--- src/rtl/lfv_pkg.sv ---
// ----------------------------------------------------------------------------
// lfv_pkg
// Shared types and constants for the LRU frame victim selector: request and
// result payloads, mode codes, controller states and the command/status
// bundles between controller and datapath.
// ----------------------------------------------------------------------------
package lfv_pkg;

    // Fixed field widths of the request and result payloads
    localparam int FRAME_W = 4;
    localparam int PAGE_W  = 10;
    localparam int TIME_W  = 32;

    // Default storage geometry
    localparam int FRAME_COUNT_DEF = 16;
    localparam int PAGE_BITS_DEF   = 10;
    localparam int STAMP_BITS_DEF  = 32;

    // Request modes
    typedef enum logic [1:0] {
        MODE_ASSIGN  = 2'd0,
        MODE_ACCESS  = 2'd1,
        MODE_REPLACE = 2'd2
    } t_mode;

    // Request payload
    typedef struct packed {
        logic [1:0]         mode;
        logic [FRAME_W-1:0] frame_number;
        logic [PAGE_W-1:0]  page_number;
        logic [TIME_W-1:0]  access_time;
        logic               write_access;
    } t_item;

    // Result payload
    typedef struct packed {
        logic [FRAME_W-1:0] victim_frame;
        logic [PAGE_W-1:0]  victim_page;
        logic               needs_write_back;
        logic               list_empty_error;
    } t_result;

    // Controller states
    typedef enum logic [1:0] {
        ST_IDLE,
        ST_ACCESS,
        ST_SEARCH,
        ST_SHIFT
    } t_state;

    // What the datapath does with each entry read during a scan
    typedef enum logic [1:0] {
        PH_ACCESS,
        PH_SEARCH,
        PH_SHIFT
    } t_phase;

    // Controller to datapath
    typedef struct packed {
        logic   take;        // latch the request
        logic   append;      // write a new entry at the tail
        logic   scan_init;   // restart the scan at entry 0
        logic   shift_init;  // restart the scan just after the victim
        logic   step;        // issue the next read, handle the previous one
        t_phase phase;
        logic   emit;        // post the victim and drop it from the list
        logic   emit_err;    // post an empty-list error
    } t_cmd;

    // Datapath to controller
    typedef struct packed {
        logic empty;
        logic full;
        logic issued_all;    // no entries left to read
        logic rd_vld;        // read data pending this cycle
    } t_status;

endpackage

--- src/rtl/lfv_ram.sv ---
// ----------------------------------------------------------------------------
// lfv_ram
// Generic simple dual-port RAM: one write port, one read port with a
// registered read.
// ----------------------------------------------------------------------------
module lfv_ram #(
    parameter int WIDTH = 8,
    parameter int DEPTH = 16
) (
    input  logic                     i_clk,
    input  logic                     i_wr_en,
    input  logic [$clog2(DEPTH)-1:0] i_wr_addr,
    input  logic [WIDTH-1:0]         i_wr_data,
    input  logic                     i_rd_en,
    input  logic [$clog2(DEPTH)-1:0] i_rd_addr,
    output logic [WIDTH-1:0]         o_rd_data
);

    logic [WIDTH-1:0] r_mem [DEPTH];
    logic [WIDTH-1:0] r_rd_data;

    // Write port
    always_ff @(posedge i_clk) begin
        if (i_wr_en) begin
            r_mem[i_wr_addr] <= i_wr_data;
        end
    end

    // Registered read port
    always_ff @(posedge i_clk) begin
        if (i_rd_en) begin
            r_rd_data <= r_mem[i_rd_addr];
        end
    end

    assign o_rd_data = r_rd_data;

endmodule

--- src/rtl/lfv_ctrl.sv ---
// ----------------------------------------------------------------------------
// lfv_ctrl
// Sequencer for the victim selector: decodes each request and walks the
// datapath through the access scan, the victim search and the list shift.
// ----------------------------------------------------------------------------
module lfv_ctrl
    import lfv_pkg::*;
(
    input  logic       i_clk,
    input  logic       i_rst_n,
    input  logic       i_start,
    input  logic [1:0] i_mode,
    input  t_status    i_status,
    output t_cmd       o_cmd,
    output logic       o_busy
);

    t_state r_state;
    t_state n_state;
    logic   scan_done;

    // Scan is over once every entry is read and the last read is handled
    assign scan_done = i_status.issued_all && !i_status.rd_vld;

    assign o_busy = (r_state != ST_IDLE);

    // State register
    always_ff @(posedge i_clk) begin
        if (!i_rst_n) begin
            r_state <= ST_IDLE;
        end else begin
            r_state <= n_state;
        end
    end

    // Next state and commands
    always_comb begin
        n_state       = r_state;
        o_cmd         = '0;
        o_cmd.phase   = PH_ACCESS;
        case (r_state)
            ST_IDLE: begin
                if (i_start) begin
                    case (i_mode)
                        MODE_ASSIGN: begin
                            o_cmd.append = !i_status.full;
                        end
                        MODE_ACCESS: begin
                            o_cmd.take      = 1'b1;
                            o_cmd.scan_init = 1'b1;
                            n_state         = ST_ACCESS;
                        end
                        MODE_REPLACE: begin
                            if (i_status.empty) begin
                                o_cmd.emit_err = 1'b1;
                            end else begin
                                o_cmd.take      = 1'b1;
                                o_cmd.scan_init = 1'b1;
                                n_state         = ST_SEARCH;
                            end
                        end
                        default: begin
                            // unused mode: drop the request
                        end
                    endcase
                end
            end
            ST_ACCESS: begin
                o_cmd.phase = PH_ACCESS;
                if (scan_done) begin
                    n_state = ST_IDLE;
                end else begin
                    o_cmd.step = 1'b1;
                end
            end
            ST_SEARCH: begin
                o_cmd.phase = PH_SEARCH;
                if (scan_done) begin
                    o_cmd.shift_init = 1'b1;
                    n_state          = ST_SHIFT;
                end else begin
                    o_cmd.step = 1'b1;
                end
            end
            ST_SHIFT: begin
                o_cmd.phase = PH_SHIFT;
                if (scan_done) begin
                    o_cmd.emit = 1'b1;
                    n_state    = ST_IDLE;
                end else begin
                    o_cmd.step = 1'b1;
                end
            end
            default: begin
                n_state = ST_IDLE;
            end
        endcase
    end

endmodule

--- src/rtl/lfv_datapath.sv ---
// ----------------------------------------------------------------------------
// lfv_datapath
// Entry storage and scan datapath: appends entries, refreshes matching
// entries, searches for the oldest stamp, closes the gap left by the victim
// and registers the result.
// ----------------------------------------------------------------------------
module lfv_datapath
    import lfv_pkg::*;
#(
    parameter int FRAME_COUNT = FRAME_COUNT_DEF,
    parameter int PAGE_BITS   = PAGE_BITS_DEF,
    parameter int STAMP_BITS  = STAMP_BITS_DEF
) (
    input  logic    i_clk,
    input  logic    i_rst_n,
    input  t_item   i_item,
    input  t_cmd    i_cmd,
    output t_status o_status,
    output t_result o_result,
    output logic    o_res_vld
);

    localparam int IDX_W     = $clog2(FRAME_COUNT);
    localparam int CNT_W     = $clog2(FRAME_COUNT + 1);
    localparam int ENT_W     = FRAME_W + PAGE_BITS + STAMP_BITS + 1;
    localparam int STAMP_LSB = 1;
    localparam int PAGE_LSB  = STAMP_LSB + STAMP_BITS;
    localparam int FRAME_LSB = PAGE_LSB + PAGE_BITS;

    // Control registers
    logic [CNT_W-1:0]      r_count;
    logic [CNT_W-1:0]      r_addr;
    logic [IDX_W-1:0]      r_rd_idx;
    logic                  r_rd_vld;
    logic                  r_res_vld;

    // Latched request
    logic [PAGE_BITS-1:0]  r_page;
    logic [STAMP_BITS-1:0] r_stamp;
    logic                  r_wr;

    // Search state
    logic [STAMP_BITS-1:0] r_best;
    logic [IDX_W-1:0]      r_pick;
    logic [FRAME_W-1:0]    r_pick_frame;
    logic [PAGE_BITS-1:0]  r_pick_page;
    logic                  r_pick_dirty;
    t_result               r_res;

    // RAM ports
    logic                  wr_en;
    logic [IDX_W-1:0]      wr_addr;
    logic [ENT_W-1:0]      wr_data;
    logic                  rd_en;
    logic [ENT_W-1:0]      rd_data;

    // Read entry fields
    logic [FRAME_W-1:0]    rd_frame;
    logic [PAGE_BITS-1:0]  rd_page;
    logic [STAMP_BITS-1:0] rd_stamp;
    logic                  rd_dirty;
    logic                  issued_all;
    logic                  handle;
    logic                  take_best;

    assign rd_frame = rd_data[FRAME_LSB +: FRAME_W];
    assign rd_page  = rd_data[PAGE_LSB +: PAGE_BITS];
    assign rd_stamp = rd_data[STAMP_LSB +: STAMP_BITS];
    assign rd_dirty = rd_data[0];

    assign issued_all = (r_addr >= r_count);
    assign rd_en      = i_cmd.step && !issued_all;
    assign handle     = i_cmd.step && r_rd_vld;

    // Later entries win ties, so compare with less-or-equal
    assign take_best  = handle && (i_cmd.phase == PH_SEARCH)
                        && ((r_rd_idx == '0) || (rd_stamp <= r_best));

    assign o_status.empty      = (r_count == '0);
    assign o_status.full       = (r_count == CNT_W'(FRAME_COUNT));
    assign o_status.issued_all = issued_all;
    assign o_status.rd_vld     = r_rd_vld;

    // Select the write: append, refresh a matching entry, or shift down
    always_comb begin
        wr_en   = 1'b0;
        wr_addr = r_count[IDX_W-1:0];
        wr_data = {i_item.frame_number, PAGE_BITS'(i_item.page_number),
                   STAMP_BITS'(i_item.access_time), 1'b0};
        if (i_cmd.append) begin
            wr_en = 1'b1;
        end else if (handle) begin
            case (i_cmd.phase)
                PH_ACCESS: begin
                    wr_en   = (rd_page == r_page);
                    wr_addr = r_rd_idx;
                    wr_data = {rd_frame, rd_page, r_stamp, rd_dirty | r_wr};
                end
                PH_SHIFT: begin
                    wr_en   = 1'b1;
                    wr_addr = r_rd_idx - IDX_W'(1);
                    wr_data = rd_data;
                end
                default: begin
                    wr_en = 1'b0;
                end
            endcase
        end
    end

    lfv_ram #(
        .WIDTH (ENT_W),
        .DEPTH (FRAME_COUNT)
    ) u_entry_ram (
        .i_clk     (i_clk),
        .i_wr_en   (wr_en),
        .i_wr_addr (wr_addr),
        .i_wr_data (wr_data),
        .i_rd_en   (rd_en),
        .i_rd_addr (r_addr[IDX_W-1:0]),
        .o_rd_data (rd_data)
    );

    // Advance the scan, track the entry count and the result strobe
    always_ff @(posedge i_clk) begin
        if (!i_rst_n) begin
            r_count   <= '0;
            r_addr    <= '0;
            r_rd_vld  <= 1'b0;
            r_res_vld <= 1'b0;
        end else begin
            r_res_vld <= i_cmd.emit || i_cmd.emit_err;
            r_rd_vld  <= rd_en;
            if (i_cmd.scan_init) begin
                r_addr <= '0;
            end else if (i_cmd.shift_init) begin
                r_addr <= CNT_W'(r_pick) + CNT_W'(1);
            end else if (rd_en) begin
                r_addr <= r_addr + CNT_W'(1);
            end
            if (i_cmd.append) begin
                r_count <= r_count + CNT_W'(1);
            end else if (i_cmd.emit) begin
                r_count <= r_count - CNT_W'(1);
            end
        end
    end

    // Hold the request, the read index and the best candidate so far
    always_ff @(posedge i_clk) begin
        if (i_cmd.take) begin
            r_page  <= PAGE_BITS'(i_item.page_number);
            r_stamp <= STAMP_BITS'(i_item.access_time);
            r_wr    <= i_item.write_access;
        end
        if (rd_en) begin
            r_rd_idx <= r_addr[IDX_W-1:0];
        end
        if (take_best) begin
            r_best       <= rd_stamp;
            r_pick       <= r_rd_idx;
            r_pick_frame <= rd_frame;
            r_pick_page  <= rd_page;
            r_pick_dirty <= rd_dirty;
        end
        if (i_cmd.emit) begin
            r_res.victim_frame     <= r_pick_frame;
            r_res.victim_page      <= PAGE_W'(r_pick_page);
            r_res.needs_write_back <= r_pick_dirty;
            r_res.list_empty_error <= 1'b0;
        end else if (i_cmd.emit_err) begin
            r_res.victim_frame     <= '0;
            r_res.victim_page      <= '0;
            r_res.needs_write_back <= 1'b0;
            r_res.list_empty_error <= 1'b1;
        end
    end

    assign o_result  = r_res;
    assign o_res_vld = r_res_vld;

endmodule

--- src/rtl/lru_frame_victim_select_core.sv ---
// ----------------------------------------------------------------------------
// lru_frame_victim_select_core
// LRU page-frame victim selector: keeps the occupied frames in assignment
// order and picks the least recently used one on a replacement request.
// ----------------------------------------------------------------------------
// A request is taken when i_start is high and o_busy is low. An assign and a
// replacement on an empty list leave o_busy low. An access, or a replacement
// on a non-empty list, keeps o_busy high while the entry RAM is walked one
// entry per cycle through its registered read port, once to refresh or
// search and, on a replacement, once more to close the gap behind the
// victim. Only a replacement gives a result: it shows on o_result for exactly
// one cycle with o_res_vld high, in the first cycle that busy is low again
// (or in the cycle right after the request when the list is empty), and must
// be captured then, since it cannot be held off. Entries hold nothing until
// assigned, so no clearing pass is needed after reset.
module lru_frame_victim_select_core
    import lfv_pkg::*;
#(
    parameter int FRAME_COUNT = FRAME_COUNT_DEF,
    parameter int PAGE_BITS   = PAGE_BITS_DEF,
    parameter int STAMP_BITS  = STAMP_BITS_DEF
) (
    input  logic    i_clk,
    input  logic    i_rst_n,
    input  logic    i_start,
    input  t_item   i_item,
    output logic    o_busy,
    output logic    o_res_vld,
    output t_result o_result
);

    t_cmd    cmd;
    t_status status;

    // Sequencer
    lfv_ctrl u_ctrl (
        .i_clk    (i_clk),
        .i_rst_n  (i_rst_n),
        .i_start  (i_start),
        .i_mode   (i_item.mode),
        .i_status (status),
        .o_cmd    (cmd),
        .o_busy   (o_busy)
    );

    // Storage and scan datapath
    lfv_datapath #(
        .FRAME_COUNT (FRAME_COUNT),
        .PAGE_BITS   (PAGE_BITS),
        .STAMP_BITS  (STAMP_BITS)
    ) u_datapath (
        .i_clk     (i_clk),
        .i_rst_n   (i_rst_n),
        .i_item    (i_item),
        .i_cmd     (cmd),
        .o_status  (status),
        .o_result  (o_result),
        .o_res_vld (o_res_vld)
    );

endmodule

--- config.mk ---
export PLATFORM = sky130hd
export DESIGN_NAME = lru_frame_victim_select_core
export DESIGN_NICKNAME = d
export VERILOG_FILES = /design/src/rtl/lfv_pkg.sv /design/src/rtl/lfv_ram.sv /design/src/rtl/lfv_ctrl.sv /design/src/rtl/lfv_datapath.sv /design/src/rtl/lru_frame_victim_select_core.sv
export SDC_FILE = /design/constraint.sdc
export NUM_CORES = 1
export LEC_CHECK = 0
export BUFFER_PORTS_ARGS = -buffer_cell sky130_fd_sc_hd__buf_2
export CAP_MARGIN = 20
export CORE_UTILIZATION = 55
export CTS_BUF_LIST = sky130_fd_sc_hd__clkbuf_8 sky130_fd_sc_hd__clkbuf_16
export CTS_CLUSTER_DIAMETER = 30
export CTS_CLUSTER_SIZE = 14
export DETAILED_ROUTE_END_ITERATION = 16
export PLACE_DENSITY_LB_ADDON = 0.08
export SYNTH_ARGS = -nofsm -noshare
export SYNTH_HDL_FRONTEND = slang
export SYNTH_SLANG_ARGS = --single-unit
--- constraint.sdc ---
create_clock -name i_clk -period 5.3 [get_ports i_clk]
set_input_delay 0.265 -clock i_clk [delete_from_list [all_inputs] [get_ports i_clk]]
set_output_delay 0.265 -clock i_clk [all_outputs]
set_load 0.02 [all_outputs]
# ---- Yosys cells after proc, flatten, opt, wreduce, memory -nomap -nowiden
# Memory sizes are Yosys's and may differ from the RTL's. A register that Yosys moved wholly into a read port is not among the register bits.
# Index checks and enable logic that the tools add are counted.
dict set report totals {
  regBits 128
  mem_bits_rw 752
  output_inout_bits 18
  word_cells 101
  mem_count 1
}
# name depth width read_ports rd_clocked_by_memory_dff wr line
set memory_table {}
lappend memory_table {u_datapath.u_entry_ram.r_mem 16 47 1 1 1 lfv_ram.sv:19} ;# logic [WIDTH-1:0] r_mem [DEPTH];
dict set report op_classes {
  add_sub_neg 5
  n_lt_le_gt_ge 2
  n_eq_ne 14
  n_mux 37
  n_bitwise 2
  n_reduce_logical 22
}
# op n
set ops {}
lappend ops {{$mux 47} 2}
lappend ops {{$pmux 47 s2} 1}
lappend ops {{$le 32x32->1} 1}
lappend ops {{$mux 16} 2}
lappend ops {{$mux 5} 4}
lappend ops {{$mux 1} 14}
lappend ops {{$add 5x1->5 const B} 2}
lappend ops {{$eq 10x10->1} 1}
lappend ops {{$pmux 3 s3} 1}
lappend ops {{$eq 2x2->1 const B} 4}
lappend ops {{$mux 2} 4}
lappend ops {{$mux 4} 2}
lappend ops {{$pmux 4 s2} 1}
lappend ops {{$reduce_bool 2->1} 4}
lappend ops {{$eq 2x1->1 const B} 3}
lappend ops {{$logic_not 2->1} 3}
lappend ops {{$mux 3} 2}
lappend ops {{$ne 3x3->1 const B} 2}
lappend ops {{$pmux 2 s3} 1}
lappend ops {{$add 4x1->5 const B} 1}
lappend ops {{$eq 5x5->1 const B} 1}
lappend ops {{$ge 5x5->1} 1}
lappend ops {{$logic_and 1x1->1} 5}
lappend ops {{$logic_not 5->1} 1}
lappend ops {{other kinds (13)} 19}

# ---- Depth between registers and ports, before layout
# Gate-level depths: netlist (run 1).
dict set report depth {
  ltp_word 10
  mapped_depth 13
  mapped_depth_nobuf 10
}

# ---- Hierarchy
# From an unflattened synthesis (run 1), not the netlist that was laid out.
dict set report hier_totals {
  hier_cells 1766
  area_unflattened_um2 36150.9
}
# module n_inst cells_per_inst area_per_inst_um2 seq_area_each_um2
set modules_own_cells {}
lappend modules_own_cells {lfv_ram 1 1217 29600.9 23993.0}
lappend modules_own_cells {lfv_datapath 1 516 6283.5 3653.5}
lappend modules_own_cells {lfv_ctrl 1 33 266.5 40.0}

# ---- Worst setup path after synthesis (run 1)
# No wires, ideal clock.
dict set report synth_timing {
  path_kind {register -> register}
  startpoint {reg u_datapath.u_entry_ram.r_rd_data[2] (netlist: u_datapath.u_entry_ram.o_rd_data[2]), read port of u_datapath.u_entry_ram.r_mem}
  endpoint {reg u_datapath.r_best[0] (enable)}
  setup_time_ns 0.538
  t_arrival_ns 5.270
  required_time_ns 4.762
  slack_ns -0.508
  stages_incl_launch_ff 8
  path_buffers 0
  synth_period_minus_slack_ns 5.808
  path_cell_list {edfxtp_1 > ha_1 > nor2b_1 > o211ai_1 > a2111oi_0 > a211oi_1 > a21boi_1 > o32ai_1}
}
dict set report synth_via {
  elab_chain_len 3
}
# element line
set synth_lines {}
lappend synth_lines {{from (decl)} lfv_ram.sv:20} ;# logic [WIDTH-1:0] r_rd_data;
lappend synth_lines {{$le 32x32->1} lfv_datapath.sv:77} ;# && ((r_rd_idx == '0) || (rd_stamp <= r_best));
lappend synth_lines {{$logic_or 1x1->1} lfv_datapath.sv:77}
lappend synth_lines {{$logic_and 1x1->1} lfv_datapath.sv:77}
lappend synth_lines {{net u_datapath.take_best} lfv_datapath.sv:64} ;# logic take_best;
lappend synth_lines {{to (signal assigned)} lfv_datapath.sv:160} ;# r_best <= rd_stamp;
lappend synth_lines {{to (decl)} lfv_datapath.sv:43} ;# logic [STAMP_BITS-1:0] r_best;
# The timed path passes the listed nets, and every way through them passes these cells.
# A chain may end at the register's enable or synchronous reset.

# ---- Worst setup path in the final report (run 1)
dict set report layout_timing {
  startpoint {reg u_ctrl.r_state[0]}
  endpoint {mem u_datapath.u_entry_ram.r_mem[12][8] (netlist bit) (enable)}
}
dict set report layout_via {
  elab_chain_len 8
  word_cells_on_any_way 17
}
# element line
set layout_lines {}
lappend layout_lines {{from (decl)} lfv_ctrl.sv:18} ;# t_state r_state;
lappend layout_lines {{from (signal assigned)} lfv_ctrl.sv:32} ;# r_state <= n_state;
lappend layout_lines {{$eq 2x2->1 / $eq 2x1->1 (equally long branches)} lfv_ctrl.sv:41} ;# case (r_state)
lappend layout_lines {{$pmux 3 s3} lfv_ctrl.sv:41}
lappend layout_lines {{$eq 2x2->1 / $logic_not 2->1 (equally long branches)} lfv_datapath.sv:93} ;# case (i_cmd.phase)
lappend layout_lines {{$pmux 1 s2} lfv_datapath.sv:93}
lappend layout_lines {{$mux 1} lfv_datapath.sv:92} ;# end else if (handle) begin
lappend layout_lines {{$mux 1} lfv_datapath.sv:90} ;# if (i_cmd.append) begin
lappend layout_lines {{$mux 1} lfv_ram.sv:24} ;# if (i_wr_en) begin
lappend layout_lines {{$mux 1 (not written as such)} lfv_ram.sv:25} ;# r_mem[i_wr_addr] <= i_wr_data;
lappend layout_lines {{to (decl)} lfv_ram.sv:19}
# Several ways; a longest one is shown, not always the timed one.

==> results of run 1 <==
==> flip-flops by register name, summed over array words and instances (netlist names), 5 cells and up <==
| name | flops |
|---|---|
| u_datapath.o_result | 16 |
| u_datapath.r_pick_page | 10 |
| u_datapath.r_addr | 5 |
| u_datapath.u_entry_ram.o_rd_data | 47 |
| u_datapath.r_count | 5 |
| u_datapath.r_page | 10 |
| u_datapath.r_best | 32 |
| u_datapath.r_stamp | 32 |
| u_datapath.u_entry_ram.r_mem | 752 |
==> metal layers <==
layer	GRT usage, %	vias up	wire length (um)
li1	-	7550	-
met4	8.07	0	1460
met5	0	-	0
met1	42.1	9239	37900
met2	31.4	821	33100
met3	10.4	104	10800
==> cells by family after synthesis <==
family / count (synthesis)
AO/OA/AOI/OAI: 107
XOR/XNOR: 20
adder cells (fa/ha/maj): 46
buffers and inverters: 121
flip-flops: 927
multiplexers: 270
AND/OR/NAND/NOR: 194
==> per-stage QoR <==
step                      utilization (%)  cell area (um^2)  hold WS [ns]
after CTS                            67.9             44000        0.0275
after global routing                 68.0             44000         0.147
final                                68.0             44000        0.0699
after global placement               58.5             37800         0.432
after detailed placement             58.5             37900         0.440
after floorplan                         -             36200         0.364
==> worst max path at each step <==
stage	end	slack [ns]	start	cells after the start
after CTS	u_datapath.u_entry_ram.r_mem[3][15]$_DFFE_PP_	1.64	u_ctrl.r_state[0]$_SDFFE_PN0P_	8
final	u_datapath.u_entry_ram.r_mem[12][8]$_DFFE_PP_	1.66	u_ctrl.r_state[0]$_SDFFE_PN0P_	8
after floorplan	u_datapath.r_best[0]$_DFFE_PP_	1.34	u_datapath.u_entry_ram.o_rd_data[2]$_DFFE_PP_	7
after detailed placement	u_datapath.u_entry_ram.r_mem[13][19]$_DFFE_PP_	1.67	u_ctrl.r_state[0]$_SDFFE_PN0P_	8
after global placement	u_datapath.u_entry_ram.r_mem[3][14]$_DFFE_PP_	1.70	u_ctrl.r_state[0]$_SDFFE_PN0P_	8
after global routing	u_datapath.u_entry_ram.r_mem[13][2]$_DFFE_PP_	1.44	u_ctrl.r_state[0]$_SDFFE_PN0P_	8
==> where the power goes <==
group,internal [mW],total [mW],switching [mW]
Combinational,0.343,0.851,0.507
Clock,6.92,10.5,3.59
Sequential,8.15,8.20,0.0441
==> cell usage after synthesis, types with 2 or more instances <==
| library cell | n | share of area [%] |
|---|---|---|
| a2111oi_0 | 2 | 0.048 |
| a211oi_1 | 6 | 0.12 |
| a211oi_2 | 3 | 0.10 |
| a21o_1 | 5 | 0.10 |
| a21oi_1 | 26 | 0.36 |
| a31oi_1 | 4 | 0.069 |
| and2_1 | 19 | 0.33 |
| buf_2 | 19 | 0.26 |
| buf_4 | 7 | 0.15 |
| buf_6 | 3 | 0.093 |
| clkbuf_1 | 47 | 0.49 |
| dfxtp_1 | 15 | 0.83 |
| edfxtp_1 | 912 | 76 |
| ha_1 | 45 | 1.6 |
| inv_1 | 41 | 0.43 |
| inv_2 | 3 | 0.031 |
| mux2_1 | 2 | 0.062 |
| mux2i_1 | 33 | 0.91 |
| mux4_2 | 235 | 15 |
| nand2_1 | 96 | 1.0 |
| nand2b_1 | 2 | 0.035 |
| nand3_1 | 6 | 0.083 |
| nand4_1 | 11 | 0.19 |
| nor2_1 | 36 | 0.37 |
| nor2b_1 | 4 | 0.069 |
| nor3_1 | 7 | 0.097 |
| nor3b_1 | 2 | 0.041 |
| nor4_1 | 3 | 0.052 |
| o211a_1 | 2 | 0.055 |
| o211ai_1 | 2 | 0.041 |
| o21a_1 | 3 | 0.062 |
| o21ai_0 | 40 | 0.55 |
| o21ai_1 | 3 | 0.041 |
| o32ai_1 | 3 | 0.073 |
| or2_1 | 3 | 0.052 |
| xnor2_1 | 15 | 0.36 |
| xor2_1 | 5 | 0.12 |
==> cell type report <==
type,instances,area [um^2]
sequential,927,27700
fill,4112,20700
multi-input combinational,637,8130
clock buffer,165,4130
clock inverter,134,1500
timing repair buffer,175,1290
tap,855,1070
inverter,44,165
antenna,2,5.00
==> worst register-to-register path: stages (launching register included) <==
cell	delay (ns)
dfxtp_1	0.54
and2_1	0.19
buf_4	0.25
nand4_1	0.12
o31a_1	0.34
o32ai_1	0.24
nand2_1	0.40
nor2_4	0.74
buf_4	0.47
==> what timing repair did <==
action / CTS / global route
hold buffers: 45 / 0
endpoints found under the hold margin: 56 / 0
gates resized for setup: 0 / 0
==> metrics.md, run 1 <==
| Metric | Value |
|---|---|
| Clk slew on worst S/H paths | ~0.050 ns |
| Leakage Power | 14.5 nW |
| Largest net degree at the start of global routing | 133 |
| Top fanout value on the critical path | 24 |
| Yosys warning count | 0 |
| Pre-Repair DR Iteration Count | 5 |
| Cells along the critical path | and2_1 > buf_4 > nand4_1 > o31a_1 > o32ai_1 > nand2_1 > nor2_4 > buf_4 |
| Area delta synth->final | 21.6% |
| Launch point of the worst reg-to-reg path | u_ctrl.r_state[0]$_SDFFE_PN0P_ |
| Outcome | finished, final reports clean |
| Max-slew headroom | a little over a quarter |
| GPL Wtd Cong | 0.836 |
| Worst setup EP type | flip-flop |
| Slowest-stage cell, CP | nor2_4 |
| Die area | around 67000 um^2 |
| Row cnt | 93 |
| DPL Wire Length | 52900 um |
| Fin Clk Skew | 0.0243 ns |
| Final worst-path cycle share | 68.6% |
| Post-synth top flop | edfxtp_1 |
| Arrival time of the worst setup path | 4.02 ns |
| Hold Crit Class | in2reg |
| Synth unique cells | 52 |
| #FFs+latches synth | 927 |
| Highest ir drop seen on vdd | 267 uV |
| Vias per Instance | 6.03 |
| IO Count | 70 |
| Vias in the first global route | between 15000 and 20000 |
| Most frequent cells in the layout | 912 x edfxtp_1, 235 x mux4_2, 165 x clkbuf_16 |
| Largest family of logic cells by synthesized area | multiplexers |
| Deepest clock path buffer count | 3 |
| R2r endpoint | u_datapath.u_entry_ram.r_mem[12][8]$_DFFE_PP_ |
| Syn nets | 1783 |
| CTS tree | built |
| Share of cells above drive strength 1 | 32.5% |
| Synth Area in Compound Gates | roughly 1.9% |
| Antenna violations before repair | 7 |
| DR vias | 17700 |
| NumNets Final | 2044 |
| Critical path launch point type | flip-flop |
| Mapped Avg Cell Area | ~21 um^2 |
| Avg WL per Cell | 28.3 um |
| Mux cell area share after synthesis | 15.6% |
| Xor/xnor share of the synthesized area | 0.484% |
| Initial Util | a little under three fifths |
| P per Cell Area | 445 nW/um^2 |
| WP buf/inv | 2 |
| Post-synthesis simple-gate area fraction | 2.46% |
| Post-Route WL | 83300 um |
| Critical path class | reg2reg |
| Buffers on Ports | 69 |
| Die X | roughly 260 um |
| Worst-case reg-to-reg path depth | 8 |
| Synthesized-area fraction occupied by adder cells | 1.61% |
| Post-synth EDFFs | slightly above 900 |
| Core footprint | ~65000 um^2 |
| Slew Limit Fails | 0 |
| CP Data Required Time | 5.68 ns |
| CP max stage delay | 0.73 ns |
| Least-Margin Pin Slew | 1.09 ns |
| Residual DRC | 0 |
| Tmin final | between 3 and 4 ns |
| Worst hold stages | 4 |
| Placed cells | 2590 |
| Number of max-cap violations | 0 |
| Final hold violation count | 0 |
| Clk sinks | 927 |
| Cells after Synth | ~1700 |
| Setup TNS | 0 ns |
| Setup Buffers After CTS | 0 |
| Unrepaired setup endpoints after global routing | false |
| Cell chosen for the clock root | clkbuf_16 |
| Tot GR Track Use | 25.9% |
| Max Fclk | 0.275 GHz |
| Final worst slack | around 1.7 ns |
| CTS Buf Count | 161 |
| Commonest non-fill, non-tap cell in the layout | edfxtp_1 |
| Share of flip-flops with an asynchronous set or reset | 0% |
| Post-route total power | slightly below 20 mW |
| GRT overflow | 0 |
| Cell Area, Synth | 36200 um^2 |
| Worst hold start | i_item[48] |
| Worst reg-to-reg setup slack | 1.66 ns |
| Placement Setup Slack | about 1.7 ns |
| First-iteration detailed-routing DRC count | 2312 |
| Kind of cell adding the most delay to the critical path | simple AND/OR/NAND/NOR gates |
| CP most frequent cell | buf_4 |
| Sink of the worst hold path | u_datapath.o_result[0]$_SDFFE_PP0P_ |
| Die Y | 258 um |
| First-pass GRT wire length | ~120000 um |
| Antenna Nets Post-Route | 0 |
| H-tree levels | 4 |
| Post-Layout Cell Count | roughly 3000 |
| Sequential area share after synthesis | 76.5% |
| Clock Latency Late Sink | 0.73 ns |
| Setup violators final | 0 |
Note: power is estimated with default switching activity, not from simulation.
==> run 2: changes to the inputs <==
Clock period 5.3 ns to 3.7 ns, I/O delays scaled along.
==> metrics.md, run 2 (synthesized netlist as in run 1, its figures left out) <==
| Metric | Value |
|---|---|
| Die X | 258 um (unchanged) |
| First-iteration detailed-routing DRC count | 1338 (-42%) |
| Worst hold start | i_item[47] |
| Critical path launch point type | flip-flop |
| CTS tree | built |
| Vias in the first global route | 18500 (+4.0%) |
| First-pass GRT wire length | 118000 um (-2.2%) |
| Launch point of the worst reg-to-reg path | u_ctrl.r_state[0]$_SDFFE_PN0P_ |
| Die Y | 258 um (unchanged) |
| Worst-case reg-to-reg path depth | 7 (-1) |
| Post-Route WL | 79200 um (-5.0%) |
| Vias per Instance | 5.91 (-1.9%) |
| Outcome | finished, final reports clean |
| Fill cell count | 4160 (+1.2%) |
| GRT overflow | 0 (unchanged) |
| Worst setup EP type | flip-flop |
| Unrepaired setup endpoints after global routing | false |
| Highest ir drop seen on vdd | 471 uV (+76%) |
| DR vias | 17500 (-1.4%) |
| GPL Wtd Cong | 0.788 (-5.7%) |
| Core footprint | 64700 um^2 (unchanged) |
| CTS Buf Count | 164 (+1.9%) |
| H-tree levels | 4 (unchanged) |
| Avg WL per Cell | 26.8 um (-5.4%) |
| Final worst-path cycle share | 80.9% (+12 points) |
| Commonest non-fill, non-tap cell in the layout | edfxtp_1 |
| DPL Wire Length | 43100 um (-18%) |
| Number of max-cap violations | 0 (unchanged) |
| Worst reg-to-reg setup slack | 0.71 ns (-0.96 ns) |
| Max Fclk | 0.334 GHz (+22%) |
| Reg area | 27700 um^2 (unchanged) |
| Post-CTS sizing | 0 (unchanged) |
| Max-slew headroom | 31.3% (+4.5 points) |
| Most frequent cells in the layout | 912 x edfxtp_1, 235 x mux4_2, 164 x clkbuf_16 |
| Antenna Nets Post-Route | 0 (unchanged) |
| Least-Margin Pin Slew | 1.03 ns (-0.0632 ns) |
| Deepest clock path buffer count | 3 (unchanged) |
| Share of cells above drive strength 1 | 32.1% (-0.41 points) |
| Row cnt | 93 (unchanged) |
| Sink of the worst hold path | u_datapath.o_result[0]$_SDFFE_PP0P_ |
| Footprint of the multi-input gates | 8120 um^2 (about the same) |
| Worst hold stages | 5 (+1) |
| P per Cell Area | 622 nW/um^2 (+40%) |
| Critical path class | reg2reg |
| Slew Limit Fails | 0 (unchanged) |
| Largest Register | u_datapath.u_entry_ram.r_mem |
| R2r endpoint | u_datapath.u_entry_ram.r_mem[8][27]$_DFFE_PP_ |
| CP Data Required Time | 4.09 ns (-1.59 ns) |
| Area delta synth->final | 22.1% |
| Hold_buf cts | 46 (+2.2%) |
| Top fanout value on the critical path | 25 (+4.2%) |
| NumNets Final | 2063 (+0.93%) |
| Setup violators final | 0 (unchanged) |
| Pre-Repair DR Iteration Count | 5 (unchanged) |
| Final hold violation count | 0 (unchanged) |
| Clk slew on worst S/H paths | 0.05 ns (about the same) |
| Residual DRC | 0 (unchanged) |
| Setup Buffers After CTS | 0 (unchanged) |
| Tmin final | 2.99 ns (-0.645 ns) |
| Tot GR Track Use | 24.7% (-1.2 points) |
| Antenna violations before repair | 0 (-7) |
| Placement Setup Slack | 0.713 ns (-0.955 ns) |
| Max reg flops | 752 (unchanged) |
| Clock Latency Late Sink | 0.75 ns (+0.02 ns) |
| Leakage Power | 14.6 nW (+0.85%) |
| Hold Crit Class | in2reg |
| Die area | 66800 um^2 (unchanged) |
| Arrival time of the worst setup path | 3.39 ns (-0.63 ns) |
| Antenna fix cells | 0 (-2) |
| Fin Clk Skew | 0.0407 ns (+0.0165 ns) |
| Initial Util | 55.9% (unchanged) |
| Clk sinks | 927 (unchanged) |
| IO Count | 70 (unchanged) |
| Final worst slack | 0.707 ns (-0.955 ns) |
| Setup TNS | 0 ns (unchanged) |
| Largest net degree at the start of global routing | 129 (-3.0%) |
| Cell chosen for the clock root | clkbuf_16 |
| Buffers on Ports | 69 (unchanged) |
run 2: report_power, final:
part	switching (mW)	total [mW]	internal (mW)
Sequential	0.0588	11.7	11.7
Clock	5.23	14.6	9.41
Combinational	0.605	1.10	0.496
Total	5.90	27.5	21.6
run 2: layout make-up:
| type | instances | area share [%] |
|---|---|---|
| clock inverter | 136 | 3.23 |
| tap | 855 | 2.42 |
| timing repair buffer | 191 | 3.58 |
| clock buffer | 164 | 9.29 |
| sequential | 927 | 62.7 |
| multi-input combinational | 637 | 18.4 |
| inverter | 44 | 0.374 |
run 2: worst max-delay path: stages, from the launching register on:
cell and delay [ns]:
dfxtp_1 0.42, nor3b_2 0.46, o211ai_4 0.22, o31a_1 0.18
o32ai_1 0.20, nand2_1 0.32, nor2_4 0.54, buf_12 0.31
run 2: worst max path at each step:
stage / endpoint / cells after the start / from
after floorplan: u_datapath.u_entry_ram.r_mem[14][0]$_DFFE_PP_ / 8 / u_ctrl.r_state[0]$_SDFFE_PN0P_
after global placement: u_datapath.r_pick_page[0]$_DFFE_PP_ / 7 / u_datapath.u_entry_ram.o_rd_data[20]$_DFFE_PP_
after detailed placement: u_datapath.u_entry_ram.r_mem[8][24]$_DFFE_PP_ / 7 / u_ctrl.r_state[0]$_SDFFE_PN0P_
after CTS: u_datapath.u_entry_ram.r_mem[8][27]$_DFFE_PP_ / 7 / u_ctrl.r_state[0]$_SDFFE_PN0P_
after global routing: u_datapath.r_best[24]$_DFFE_PP_ / 6 / u_datapath.u_entry_ram.o_rd_data[31]$_DFFE_PP_
final: u_datapath.u_entry_ram.r_mem[8][27]$_DFFE_PP_ / 7 / u_ctrl.r_state[0]$_SDFFE_PN0P_
run 2: metal layers:
layer  global-route usage [%]  vias to the layer above  part of all wire [%]
met4                     9.24                        0                   2.5
li1                         -                     7576                     -
met5                        0                        -                     0
met1                     33.5                     9220                    42
met2                     40.3                      521                    51
met3                     4.62                      152                   5.1
run 2: per-stage QoR:
stage	power, mW	cells	utilization, %	hold WS [ns]	area (um^2)
after floorplan	12.6	1685	-	0.284	36200
after global placement	13.0	2606	59.0	0.364	38200
after detailed placement	13.0	2608	59.0	0.368	38200
after CTS	27.7	2954	68.3	0.0702	44200
after global routing	28.2	2954	68.3	0.146	44200
final	27.5	2954	68.3	0.115	44200
